**src/hdl/ctdn_pkg.sv**
```systemverilog
// types and constants shared by the countdown timer modules
// no dependencies
`default_nettype none

package ctdn_pkg;

  // command codes
  localparam logic [1:0] CMD_TICK  = 2'd0;
  localparam logic [1:0] CMD_PAUSE = 2'd1;
  localparam logic [1:0] CMD_SET   = 2'd2;

  // set step codes
  localparam logic [2:0] STEP_HUN_ONES = 3'd1;
  localparam logic [2:0] STEP_HUN_TENS = 3'd2;
  localparam logic [2:0] STEP_SEC_ONES = 3'd3;
  localparam logic [2:0] STEP_SEC_TENS = 3'd4;
  localparam logic [2:0] STEP_MIN_ONES = 3'd5;
  localparam logic [2:0] STEP_MIN_TENS = 3'd6;
  localparam logic [2:0] STEP_MAX      = 3'd7;

  // led patterns
  localparam logic [7:0] LED_PAUSED   = 8'h01;
  localparam logic [7:0] LED_HUN_ONES = 8'h02;
  localparam logic [7:0] LED_HUN_TENS = 8'h04;
  localparam logic [7:0] LED_SEC_ONES = 8'h08;
  localparam logic [7:0] LED_SEC_TENS = 8'h10;
  localparam logic [7:0] LED_MIN_ONES = 8'h20;
  localparam logic [7:0] LED_MIN_TENS = 8'h40;
  localparam logic [7:0] LED_RUNNING  = 8'h80;

  // digit limits and reload values
  localparam logic [9:0]  DIGIT_MAX     = 10'd9;
  localparam logic [14:0] HUN_TENS_MAX  = 15'd99;
  localparam logic [14:0] SIXTY_MAX     = 15'd59;
  localparam logic [6:0]  HUN_RELOAD    = 7'd100;
  localparam logic [5:0]  SEC_RELOAD    = 6'd59;

  typedef struct packed {
    logic [1:0] command;
    logic [9:0] switch_value;
  } in_item_t;

  typedef struct packed {
    logic [5:0] minutes_left;
    logic [5:0] seconds_left;
    logic [6:0] hundredths_left;
    logic [7:0] led_pattern;
    logic       running_flag;
  } out_item_t;

  typedef struct packed {
    logic     valid;
    in_item_t item;
  } stage_t;

  typedef struct packed {
    logic       paused;
    logic [2:0] set_step;
    logic [6:0] hundredths;
    logic [5:0] secs;
    logic [5:0] mins;
    logic [7:0] leds;
  } timer_state_t;

endpackage

`default_nettype wire

```
**src/hdl/ctdn_in_stage.sv**
```systemverilog
// input register stage of the countdown timer
// depends on ctdn_pkg
`default_nettype none

module ctdn_in_stage (
  input  wire logic              clk,
  input  wire logic              rst_n,
  input  wire logic              in_valid,
  output logic                   in_stall,
  input  wire ctdn_pkg::in_item_t in_data,
  input  wire logic              advance,
  output ctdn_pkg::stage_t       stage
);
  import ctdn_pkg::*;

  logic     valid_r, valid_nxt;
  in_item_t item_r;
  logic     load;

  assign in_stall = valid_r && !advance;
  assign load     = in_valid && !in_stall;

  always_comb begin
    valid_nxt = valid_r;
    if (load) begin
      valid_nxt = 1'b1;
    end else if (advance) begin
      valid_nxt = 1'b0;
    end
  end

  always_ff @(posedge clk) begin
    if (!rst_n) begin
      valid_r <= 1'b0;
    end else begin
      valid_r <= valid_nxt;
    end
  end

  // payload, no reset
  always_ff @(posedge clk) begin
    if (load) begin
      item_r <= in_data;
    end
  end

  assign stage.valid = valid_r;
  assign stage.item  = item_r;

endmodule

`default_nettype wire

```
**src/hdl/ctdn_update.sv**
```systemverilog
// next timer state for one item: tick, pause/resume or digit set
// depends on ctdn_pkg
`default_nettype none

module ctdn_update (
  input  wire ctdn_pkg::timer_state_t cur,
  input  wire ctdn_pkg::in_item_t     item,
  output ctdn_pkg::timer_state_t      nxt
);
  import ctdn_pkg::*;

  // one hundredth off, borrowing from seconds or minutes
  function automatic timer_state_t decrement(input timer_state_t s);
    timer_state_t r;
    r = s;
    if (s.hundredths != 7'd0) begin
      r.hundredths = s.hundredths - 7'd1;
      if (r.hundredths == 7'd0 && (s.secs != 6'd0 || s.mins != 6'd0)) begin
        if (s.secs != 6'd0) begin
          r.secs = s.secs - 6'd1;
        end else begin
          r.mins = s.mins - 6'd1;
          r.secs = SEC_RELOAD;
        end
        r.hundredths = HUN_RELOAD;
      end
    end
    return r;
  endfunction

  logic [2:0]  step_n;
  logic [14:0] sw_x10;
  logic [14:0] hun_sum;
  logic [14:0] sec_sum;
  logic [14:0] min_sum;
  logic [6:0]  sw_ones;

  assign step_n  = (cur.set_step == STEP_MAX) ? STEP_MAX : cur.set_step + 3'd1;
  assign sw_x10  = ({5'd0, item.switch_value} << 3) + ({5'd0, item.switch_value} << 1);
  assign hun_sum = {8'd0, cur.hundredths} + sw_x10;
  assign sec_sum = {9'd0, cur.secs} + sw_x10;
  assign min_sum = {9'd0, cur.mins} + sw_x10;
  assign sw_ones = (item.switch_value > DIGIT_MAX) ? DIGIT_MAX[6:0]
                                                   : item.switch_value[6:0];

  always_comb begin
    nxt = cur;
    case (item.command)
      CMD_TICK: begin
        if (!cur.paused) begin
          nxt = decrement(cur);
        end
      end
      CMD_PAUSE: begin
        if (!cur.paused) begin
          nxt.paused = 1'b1;
          nxt.leds   = LED_PAUSED;
        end else begin
          nxt          = decrement(cur);
          nxt.paused   = 1'b0;
          nxt.set_step = 3'd0;
          nxt.leds     = LED_RUNNING;
        end
      end
      CMD_SET: begin
        if (cur.paused) begin
          nxt.set_step = step_n;
          case (step_n)
            STEP_HUN_ONES: begin
              nxt.hundredths = sw_ones;
              nxt.leds       = LED_HUN_ONES;
            end
            STEP_HUN_TENS: begin
              nxt.hundredths = (hun_sum > HUN_TENS_MAX) ? HUN_TENS_MAX[6:0] : hun_sum[6:0];
              nxt.leds       = LED_HUN_TENS;
            end
            STEP_SEC_ONES: begin
              nxt.secs = sw_ones[5:0];
              nxt.leds = LED_SEC_ONES;
            end
            STEP_SEC_TENS: begin
              nxt.secs = (sec_sum > SIXTY_MAX) ? SIXTY_MAX[5:0] : sec_sum[5:0];
              nxt.leds = LED_SEC_TENS;
            end
            STEP_MIN_ONES: begin
              nxt.mins = sw_ones[5:0];
              nxt.leds = LED_MIN_ONES;
            end
            STEP_MIN_TENS: begin
              nxt.mins = (min_sum > SIXTY_MAX) ? SIXTY_MAX[5:0] : min_sum[5:0];
              nxt.leds = LED_MIN_TENS;
            end
            default: begin
              // saturated step, count and leds hold
            end
          endcase
        end
      end
      default: begin
        // unused command, state holds
      end
    endcase
  end

endmodule

`default_nettype wire

```
**src/hdl/countdown_timer_with_digit_set_core.sv**
```systemverilog
// countdown timer top level: input stage, state update and result register
// depends on ctdn_pkg, ctdn_in_stage, ctdn_update
// result path: input register, then result register; out_stall can hold an item in the input register
// throughput: one item per cycle while out_stall does not hold the result; the state update is combinational
// reset: synchronous active-low rst_n; count cleared, running, leds 0x80
`default_nettype none

module countdown_timer_with_digit_set_core (
  input  wire logic                clk,
  input  wire logic                rst_n,
  input  wire logic                in_valid,
  output logic                     in_stall,
  input  wire ctdn_pkg::in_item_t  in_data,
  output logic                     out_valid,
  input  wire logic                out_stall,
  output ctdn_pkg::out_item_t      out_data
);
  import ctdn_pkg::*;

  // result register free this cycle, or being taken
  logic advance;
  stage_t stage;

  timer_state_t state_r;
  timer_state_t state_nxt;

  logic      out_valid_r, out_valid_nxt;
  out_item_t out_data_r;
  logic      fire;

  assign advance = !out_valid_r || !out_stall;
  assign fire    = stage.valid && advance;

  // input register; stalls only when its item cannot move on
  ctdn_in_stage u_in (
    .clk      (clk),
    .rst_n    (rst_n),
    .in_valid (in_valid),
    .in_stall (in_stall),
    .in_data  (in_data),
    .advance  (advance),
    .stage    (stage)
  );

  // next state for the registered item
  ctdn_update u_upd (
    .cur  (state_r),
    .item (stage.item),
    .nxt  (state_nxt)
  );

  // timer state only moves when an item is handed to the result register
  always_ff @(posedge clk) begin
    if (!rst_n) begin
      state_r.paused     <= 1'b0;
      state_r.set_step   <= 3'd0;
      state_r.hundredths <= 7'd0;
      state_r.secs       <= 6'd0;
      state_r.mins       <= 6'd0;
      state_r.leds       <= LED_RUNNING;
    end else if (fire) begin
      state_r <= state_nxt;
    end
  end

  always_comb begin
    out_valid_nxt = out_valid_r;
    if (fire) begin
      out_valid_nxt = 1'b1;
    end else if (!out_stall) begin
      out_valid_nxt = 1'b0;
    end
  end

  always_ff @(posedge clk) begin
    if (!rst_n) begin
      out_valid_r <= 1'b0;
    end else begin
      out_valid_r <= out_valid_nxt;
    end
  end

  // result payload, snapshot of the state after the item
  always_ff @(posedge clk) begin
    if (fire) begin
      out_data_r.minutes_left    <= state_nxt.mins;
      out_data_r.seconds_left    <= state_nxt.secs;
      out_data_r.hundredths_left <= state_nxt.hundredths;
      out_data_r.led_pattern     <= state_nxt.leds;
      out_data_r.running_flag    <= !state_nxt.paused;
    end
  end

  assign out_valid = out_valid_r;
  assign out_data  = out_data_r;

endmodule

`default_nettype wire

```
**config.mk**
```make
export PLATFORM = sky130hd
export DESIGN_NAME = countdown_timer_with_digit_set_core
export DESIGN_NICKNAME = d
export VERILOG_FILES = /design/src/hdl/ctdn_pkg.sv /design/src/hdl/ctdn_in_stage.sv /design/src/hdl/ctdn_update.sv /design/src/hdl/countdown_timer_with_digit_set_core.sv
export SDC_FILE = /design/constraint.sdc
export NUM_CORES = 1
export LEC_CHECK = 0
export ABC_AREA = 1
export BUFFER_PORTS_ARGS = -buffer_cell sky130_fd_sc_hd__buf_2
export CORE_MARGIN = 5
export CORE_UTILIZATION = 35
export CTS_BUF_LIST = sky130_fd_sc_hd__clkbuf_2 sky130_fd_sc_hd__clkbuf_4 sky130_fd_sc_hd__clkbuf_8
export CTS_CLUSTER_SIZE = 40
export DETAILED_ROUTE_END_ITERATION = 10
export PLACE_DENSITY = 0.61
export REMOVE_ABC_BUFFERS = 1
export SLEW_MARGIN = 15
export SYNTH_ARGS = -nofsm -noshare
export SYNTH_HDL_FRONTEND = slang
export SYNTH_SLANG_ARGS = --single-unit
```
**constraint.sdc**
```tcl
create_clock -name clk -period 9 [get_ports clk]
set_clock_uncertainty 0.1 [all_clocks]
set_input_delay 1.8 -clock clk [delete_from_list [all_inputs] [get_ports clk]]
set_output_delay 1.8 -clock clk [all_outputs]
set_load 0.01 [all_outputs]
```
==> Word level (Yosys, flattened, before mapping) <==
Index checks and enable logic that the tools add are counted.
{ "totals": {"ff_bits": 73, "inputBits": 16, "out_inout_bits": 30, "word_cells": 83} }
{ "classes": {"add_sub_neg": 8, "magnitude_cmp": 4, "n_eq_ne": 12, "muxes": 24, "bitwise_logic": 1, "n_reduce_logical": 19} }
{ "ops": {"columns": ["op", "n"], "rows": [
  ["$pmux 30 s3", 1],
  ["$pmux 8 s6", 1],
  ["$mux 19", 2],
  ["$mux 31", 1],
  ["$add 6x15->15", 2],
  ["$gt 15x6->1 const B", 2],
  ["$mux 30", 1],
  ["$mux 6", 4],
  ["$pmux 6 s2", 2],
  ["$mux 22", 1],
  ["$add 7x15->15", 1],
  ["$gt 15x7->1 const B", 1],
  ["$add 13x11->14", 1],
  ["$mux 7", 2],
  ["$pmux 7 s2", 1],
  ["$eq 3x3->1 const B", 4],
  ["$reduce_bool 6->1", 2],
  ["$sub 6x1->6 const B", 2],
  ["$gt 10x4->1 const B", 1],
  ["$mux 8", 1],
  ["$logic_not 7->1", 1],
  ["$reduce_bool 7->1", 1],
  ["$sub 7x1->7 const B", 1],
  ["$eq 3x2->1 const B", 2],
  ["other kinds (16)", 30]
]} }

==> Longest topological paths before layout <==
Gate-level depths: netlist of the first run.
{ "logic_depth": {"word_depth": 8, "ltp_mapped": 29, "depth_no_buf": 29} }

==> Modules after synthesis <==
Synthesis of the first run repeated with hierarchy kept, for this count alone.
{ "unflattened": {"hier_cells": 1014, "hier_area_um2": 6653.9} }
{ "by_module_without_submodules": {"columns": ["module", "n_inst", "cells_per_inst", "area_each_um2", "seq_area_each_um2"], "rows": [
  ["ctdn_update", 1, 760, 3902.5, 0.0],
  ["countdown_timer_with_digit_set_core", 1, 233, 2333.5, 1481.4],
  ["ctdn_in_stage", 1, 21, 417.9, 380.4]
]} }

==> Least setup slack after synthesis of the first run <==
No wires, ideal clock.
{ "synth_path": {"path_type": "input -> output", "startpoint": "input out_stall", "endpoint": "output in_stall", "t_arrival_ns": 2.062, "required_ns": 7.100, "setup_slack_ns": 5.038, "cell_stages": 2, "path_buffers": 0, "cell_sequence": "nand2_1 > nor2_1"} }
{ "synth_between": {"elab_chain_cells": 4} }
{ "synth_rtl": {"columns": ["element", "line_no", "source"], "rows": [
  ["from (decl)", "countdown_timer_with_digit_set_core.sv:15", "input wire logic out_stall,"],
  ["$logic_not 1->1", null, null],
  ["$logic_or 1x1->1", "countdown_timer_with_digit_set_core.sv:31", "assign advance = !out_valid_r || !out_stall;"],
  ["$logic_not 1->1", "ctdn_in_stage.sv:20", "assign in_stall = valid_r && !advance;"],
  ["$logic_and 1x1->1", "ctdn_in_stage.sv:20", null],
  ["to (decl)", "countdown_timer_with_digit_set_core.sv:12", "output logic in_stall,"]
]} }
Every way passes these cells.

==> Final worst setup path of the first run <==
{ "layout_path": {"startpoint": "input out_stall", "endpoint": "register state_r[28] (netlist name)"} }
{ "layout_between": {"elab_chain_cells": 4} }
{ "layout_rtl": {"columns": ["element", "line_no", "source"], "rows": [
  ["$logic_not 1->1", null, null],
  ["$logic_or 1x1->1", "countdown_timer_with_digit_set_core.sv:31", null],
  ["$logic_and 1x1->1", "countdown_timer_with_digit_set_core.sv:32", "assign fire = stage.valid && advance;"],
  ["$reduce_and 5->1 (no source line)", null, null],
  ["to (signal assigned)", "countdown_timer_with_digit_set_core.sv:62", "state_r <= state_nxt;"],
  ["to (decl)", "countdown_timer_with_digit_set_core.sv:24", "timer_state_t state_r;"]
]} }
Every way passes these cells.
A chain may end at the register's enable or synchronous reset.

==> results.ini, run 1 <==
[placed_design]
dp_slack_ns=3.94
place.gp.congestion=0.894
dp.final_hpwl_mm=13.7
port_buffers=45
placed_cell_area_sq_um=6960

[clock_network]
clk_pin_slew_ns=0.09
cts_resized=0
cts_setup_buffers=0
clock_latency_ns=0.38
clkSinkCount=73
cts_buffers=9
cts.path.max_buffers=2
cts_hold_buf=0
cts-root-buf=clkbuf_8
tritoncts=built
htreeDepth=3

[floorplan]
dieArea_sq_um=21400
die_h_um=146
dieWidth_um=146
rows=49
io_pins=46
core_area_sq_um=18100
start_util=0.358

[timing]
worst_slack_ns=4.29
slew_viol_final=0
grt_setup_unrepaired=false
setup_viol=0
fmax_mhz=212
slew_headroom=0.251
final.period_utilization=0.524
worstMarginPinSlew_ns=1.12
fin_crit_ns=4.71
fin_tns_setup_ns=0
hold_viol_final=0

[global_routing]
first_global_vias=6017
grt_use_met3=0.0322
grt_pass1_wl_mm=30.1
antenna_found_initial=0
grt.total_usage=0.170
global_route.peak_usage_layer=met2
met1_usage=0.232
grt_overflow_total=0
use_met2=0.264
grt_max_degree=51

[yosys]
yosysUniqueCellTypes=54
ys.flop_type=edfxtp_1
synth_edf_count=40
syn_area_sq_um=6500
ys_seq_area_frac=0.287
postSynthAreaPerCell_sq_um=6.67
syn_inst=974
async_flop_share=0
ys_warn_count=0
ys_ff_latch=73

[drt]
drt_iter0_drc=471
viasPerCell=5.18
dr.pass1.iters=5
wl_per_cell_um=14.4
route.detailed.drc=0
drt.antenna.violating_nets=0
vias=6469
wl_mm=18.0

[power]
power_density_nw_per_um2=147
leakage_nw=3.57
vdd_drop_max_mv=0.0953

[layout]
layout_commonest_cell=nand2_1
layout_common_cells=294 x nand2_1, 132 x inv_1, 75 x nand3_1, 70 x a21oi_1, 66 x nor2_1
area_growth_pct=10.2
n_antenna_cell=0
final_util=0.395
fin_nets=1071
drive_gt1_frac=0.132
fill_cells=1987
final_design_area_no_fill_sq_um=7160

[worst_setup_path]
cp-end-kind=register
worstSetupStartpointType=primary input
cp_data_arrival_time_ns=4.90
slowest_delay_ns=1.08
cpMaxStageDelayCell=clkinv_1
crit_fanout=50
path_cells=buf_2 -> nand2_1 -> inv_1 -> nor2_4 -> buf_4 -> clkinv_1 -> nor4_1 -> inv_1 -> o21ai_0 -> a21oi_1
required_ns=9.18
crit_top_cell=inv_1
crit_type=primary input to register

[run]
cap_violations=0

[min_path]
min-delay-path-class=register to register

[run_status]
outcome=finished clean

layer usage:
metal | wire [um] | share of wire
met1 | 8440 | 0.47
met2 | 7930 | 0.44
met3 | 1140 | 0.063
met4 | 515 | 0.029
met5 | 0 | 0
state kept, by name (all words and copies together) (netlist names):
name and flops:
out_data 28, out_valid 1, state_r 31, u_in.stage 12, u_in.valid_r 1
cells in the mapped netlist (2+ instances only):
cell type / n / area [sq um]
a21oi_1: 70 / 350
nor2_8: 2 / 40.0
o21ai_1: 9 / 45.0
nand2_4: 10 / 113
clkinv_1: 4 / 15.0
nand3_4: 2 / 35.0
nand2_2: 14 / 87.6
o22ai_1: 10 / 62.6
o21ai_0: 45 / 225
a31oi_1: 2 / 12.5
or2_2: 2 / 12.5
nor4_1: 2 / 12.5
o211ai_1: 4 / 30.0
a32oi_1: 2 / 17.5
ha_1: 36 / 450
nor3_1: 3 / 15.0
dfxtp_1: 33 / 661
nor2_4: 7 / 78.8
o221ai_1: 2 / 17.5
xor2_1: 13 / 114
nor2_2: 8 / 50.1
inv_2: 11 / 41.3
clkbuf_1: 10 / 37.5
nand3_2: 10 / 100
fa_1: 4 / 80.1
inv_1: 132 / 495
edfxtp_1: 40 / 1200
nand2_1: 294 / 1100
nor2_1: 67 / 251
nand3_1: 75 / 375
buf_2: 5 / 25.0
nand3b_1: 6 / 45.0
nand4_1: 18 / 113
o32ai_1: 2 / 17.5
power breakdown:
group	switching, W	internal, W
clock	0.000144	0.000131
sequential	0.0000192	0.000377
combinational	0.000254	0.000124
cells by family (layout without fill, tap and decap cells):
| kind of cell | count (synthesis) | after routing | synth area share |
|---|---|---|---|
| XOR/XNOR | 14 | 14 | 0.0189 |
| AO/OA/AOI/OAI | 157 | 157 | 0.134 |
| adder cells (fa/ha/maj) | 40 | 40 | 0.0816 |
| buffers and inverters | 165 | 211 | 0.0972 |
| AND/OR/NAND/NOR | 524 | 524 | 0.380 |
| multiplexers | 1 | 1 | 0.00154 |
| flip-flops | 73 | 73 | 0.287 |
cell type report:
class,instances,area [sq um],area share
Sequential cell,73,1860,0.260
Timing Repair Buffer,47,240,0.0335
Inverter,148,558,0.0779
Clock inverter,7,78.8,0.0110
Multi-Input combinational cell,736,4010,0.560
Tap cell,229,287,0.0400
Clock buffer,9,124,0.0173
per-stage QoR:
| step | power (W) | std cells | hold WS, ns |
|---|---|---|---|
| 6_report | 0.00105 | 1249 | 0.401 |
| 5_1_grt | 0.00113 | 1249 | 0.442 |
| 4_1_cts | 0.00106 | 1249 | 0.404 |
| 3_5_place_dp | 0.000778 | 1233 | 0.391 |
| 3_3_place_gp | 0.000775 | 1233 | 0.386 |
| 2_1_floorplan | 0.000689 | 957 | 0.357 |
critical path, delay by kind of cell:
kind	cells	cell delay (ns)
compound gates	2	0.25
buf+inv	5	1.91
simple gates	3	0.91
final timing paths:
path,from,end,slack [ns],depth (start not counted)
setup / recovery,out_stall,state_r[28],4.29,10
hold reg to reg,state_r[7],state_r[7],0.40,2
setup reg to reg,u_in.stage[0],state_r[23],5.03,21
hold / removal,state_r[7],state_r[7],0.40,2
(Power assumes the default switching activity.)
==> run 2: changes to the inputs <==
==> constraint.sdc (replaced) <==
create_clock -name clk -period 4.6 [get_ports clk]
set_clock_uncertainty 0.1 [all_clocks]
set_input_delay 0.92 -clock clk [delete_from_list [all_inputs] [get_ports clk]]
set_output_delay 0.92 -clock clk [all_outputs]
set_load 0.01 [all_outputs]
==> run 2 against run 1 <==
  * Critical path depth grew 12
  * Setup slack worse by 3.5 ns
  * Global-route usage decreased by 0.11 points
  * First-iteration DRC count is 2.1% higher
  * Largest cell class unchanged
==> results.ini, run 2 (same netlist as run 1, synthesis figures left out) <==
[layout]
fin_nets=1074  ; was 1071
final_design_area_no_fill_sq_um=7150  ; was 7160 sq um
area_growth_pct=10.1  ; was 10.2%
layout_commonest_cell=nand2_1  ; unchanged
layout_common_cells=294 x nand2_1, 132 x inv_1, 75 x nand3_1, 70 x a21oi_1, 66 x nor2_1  ; unchanged
n_antenna_cell=0  ; unchanged
top_register=state_r  ; unchanged
largest_register_ffs=31  ; unchanged
drive_gt1_frac=0.136  ; was 0.132

[timing]
fmax_mhz=265
final.period_utilization=0.822
slew_viol_final=0  ; unchanged
slew_headroom=0.420  ; was 0.251
worst_slack_ns=0.820  ; was 4.29 ns
fin_tns_setup_ns=0  ; unchanged
hold_viol_final=0  ; unchanged
worstMarginPinSlew_ns=0.869  ; was 1.12 ns
grt_setup_unrepaired=false  ; unchanged
holdWs_ns=0.402  ; was 0.401 ns
fin_crit_ns=3.78
setup_viol=0  ; unchanged

[run_status]
outcome=finished clean  ; unchanged

[global_routing]
first_global_vias=5853  ; was 6017
grt_pass1_wl_mm=29.6  ; was 30.1 mm
grt_overflow_total=0  ; unchanged
grt.total_usage=0.168  ; was 0.170
antenna_found_initial=0  ; unchanged
grt_max_degree=50  ; was 51

[clock_network]
tritoncts=built  ; unchanged
cts_setup_buffers=0  ; unchanged
cts_resized=0  ; unchanged
clock_latency_ns=0.38  ; about the same
cts-root-buf=clkbuf_8  ; unchanged
cts_buffers=9  ; unchanged
clk_pin_slew_ns=0.08  ; was 0.09 ns
cts.path.max_buffers=2  ; unchanged
htreeDepth=3  ; unchanged
cts_hold_buf=0  ; unchanged
clkSinkCount=73  ; unchanged

[power]
leakage_nw=3.57  ; about the same
power_w=0.00199  ; was 0.00105 W
vdd_drop_max_mv=0.162  ; was 0.0953 mV
power_density_nw_per_um2=278  ; was 147 nW/um^2

[drt]
dr.pass1.iters=5  ; unchanged
wl_mm=18.2  ; was 18.0 mm
route.detailed.drc=0  ; unchanged
viasPerCell=5.11  ; was 5.18
drt_iter0_drc=481  ; was 471
wl_per_cell_um=14.5  ; was 14.4 um
vias=6392  ; was 6469
drt.antenna.violating_nets=0  ; unchanged

[floorplan]
dieArea_sq_um=21400  ; unchanged
core_area_sq_um=18100  ; unchanged
rows=49  ; unchanged
start_util=0.358  ; unchanged
die_h_um=146  ; unchanged
dieWidth_um=146  ; unchanged
io_pins=46  ; unchanged

[worst_setup_path]
cp-end-kind=register  ; unchanged
worstSetupStartpointType=register  ; was primary input
cp_data_arrival_time_ns=3.82  ; was 4.90 ns
required_ns=4.64  ; was 9.18 ns
crit_fanout=5  ; was 50
crit_type=register to register  ; was primary input to register

[placed_design]
placed_cell_area_sq_um=6980  ; was 6960 sq um
place.gp.congestion=0.944  ; was 0.894
port_buffers=45  ; unchanged
dp.final_hpwl_mm=13.8  ; was 13.7 mm
dp_slack_ns=0.829  ; was 3.94 ns

[min_path]
min-delay-path-class=register to register  ; unchanged

[run]
cap_violations=0  ; unchanged

[run 2: path summary, 6_finish.rpt]
check,start,to,slack [ns],depth (start not counted)
worst min-delay path,state_r[7],state_r[7],0.40,2
worst max register to register,u_in.stage[0],out_data[15],0.82,22
worst min register to register,state_r[7],state_r[7],0.40,2
worst max-delay path,u_in.stage[0],out_data[15],0.82,22
[run 2: metrics by stage]
stage / utilization / std cells
2_1_floorplan: - / 957
3_3_place_gp: 0.385 / 1236
3_5_place_dp: 0.385 / 1236
4_1_cts: 0.394 / 1252
5_1_grt: 0.394 / 1252
6_report: 0.394 / 1252
[run 2: routing by layer]
| metal | routed length, um | vias to the layer above | global-route usage |
|---|---|---|---|
| li1 | - | 3284 | - |
| met1 | 8510 | 2897 | 0.232 |
| met2 | 8040 | 186 | 0.267 |
| met3 | 1230 | 25 | 0.0341 |
| met4 | 418 | 0 | 0.0513 |
| met5 | 0 | - | 0 |
[run 2: report_power, final]
| part | internal, W | leakage (nW) | switching (W) |
|---|---|---|---|
| Sequential | 0.000738 | 0.657 | 0.0000383 |
| Combinational | 0.000244 | 2.82 | 0.000503 |
| Clock | 0.000195 | 0.0931 | 0.000270 |
| Total | 0.00118 | 3.57 | 0.000812 |
[run 2: layout make-up]
type,instances,area [sq um]
repair buffers,50,263
clock buffers,9,124
inverters,148,558
fillers,1983,11000
well taps,229,287
clock inverters,7,46.3
flip-flops and latches,73,1860
multi-input cells,736,4010
[run 2: worst max-delay path: stages, from the launching register on]
cell	delay (ns)
edfxtp_1	0.49
ha_1	0.30
fa_1	0.43
xor2_1	0.35
ha_1	0.34
nand2_1	0.10
inv_1	0.04
nand2_1	0.05
nand2_1	0.04
nor2_1	0.14
inv_1	0.10
nor2_1	0.10
nor2_1	0.05
nor2_1	0.13
nand3_2	0.10
nor2_4	0.15
nand4_1	0.12
nand2_1	0.08
nand2_1	0.06
nand3_1	0.06
nand3_1	0.07
nand2_1	0.08
inv_1	0.04
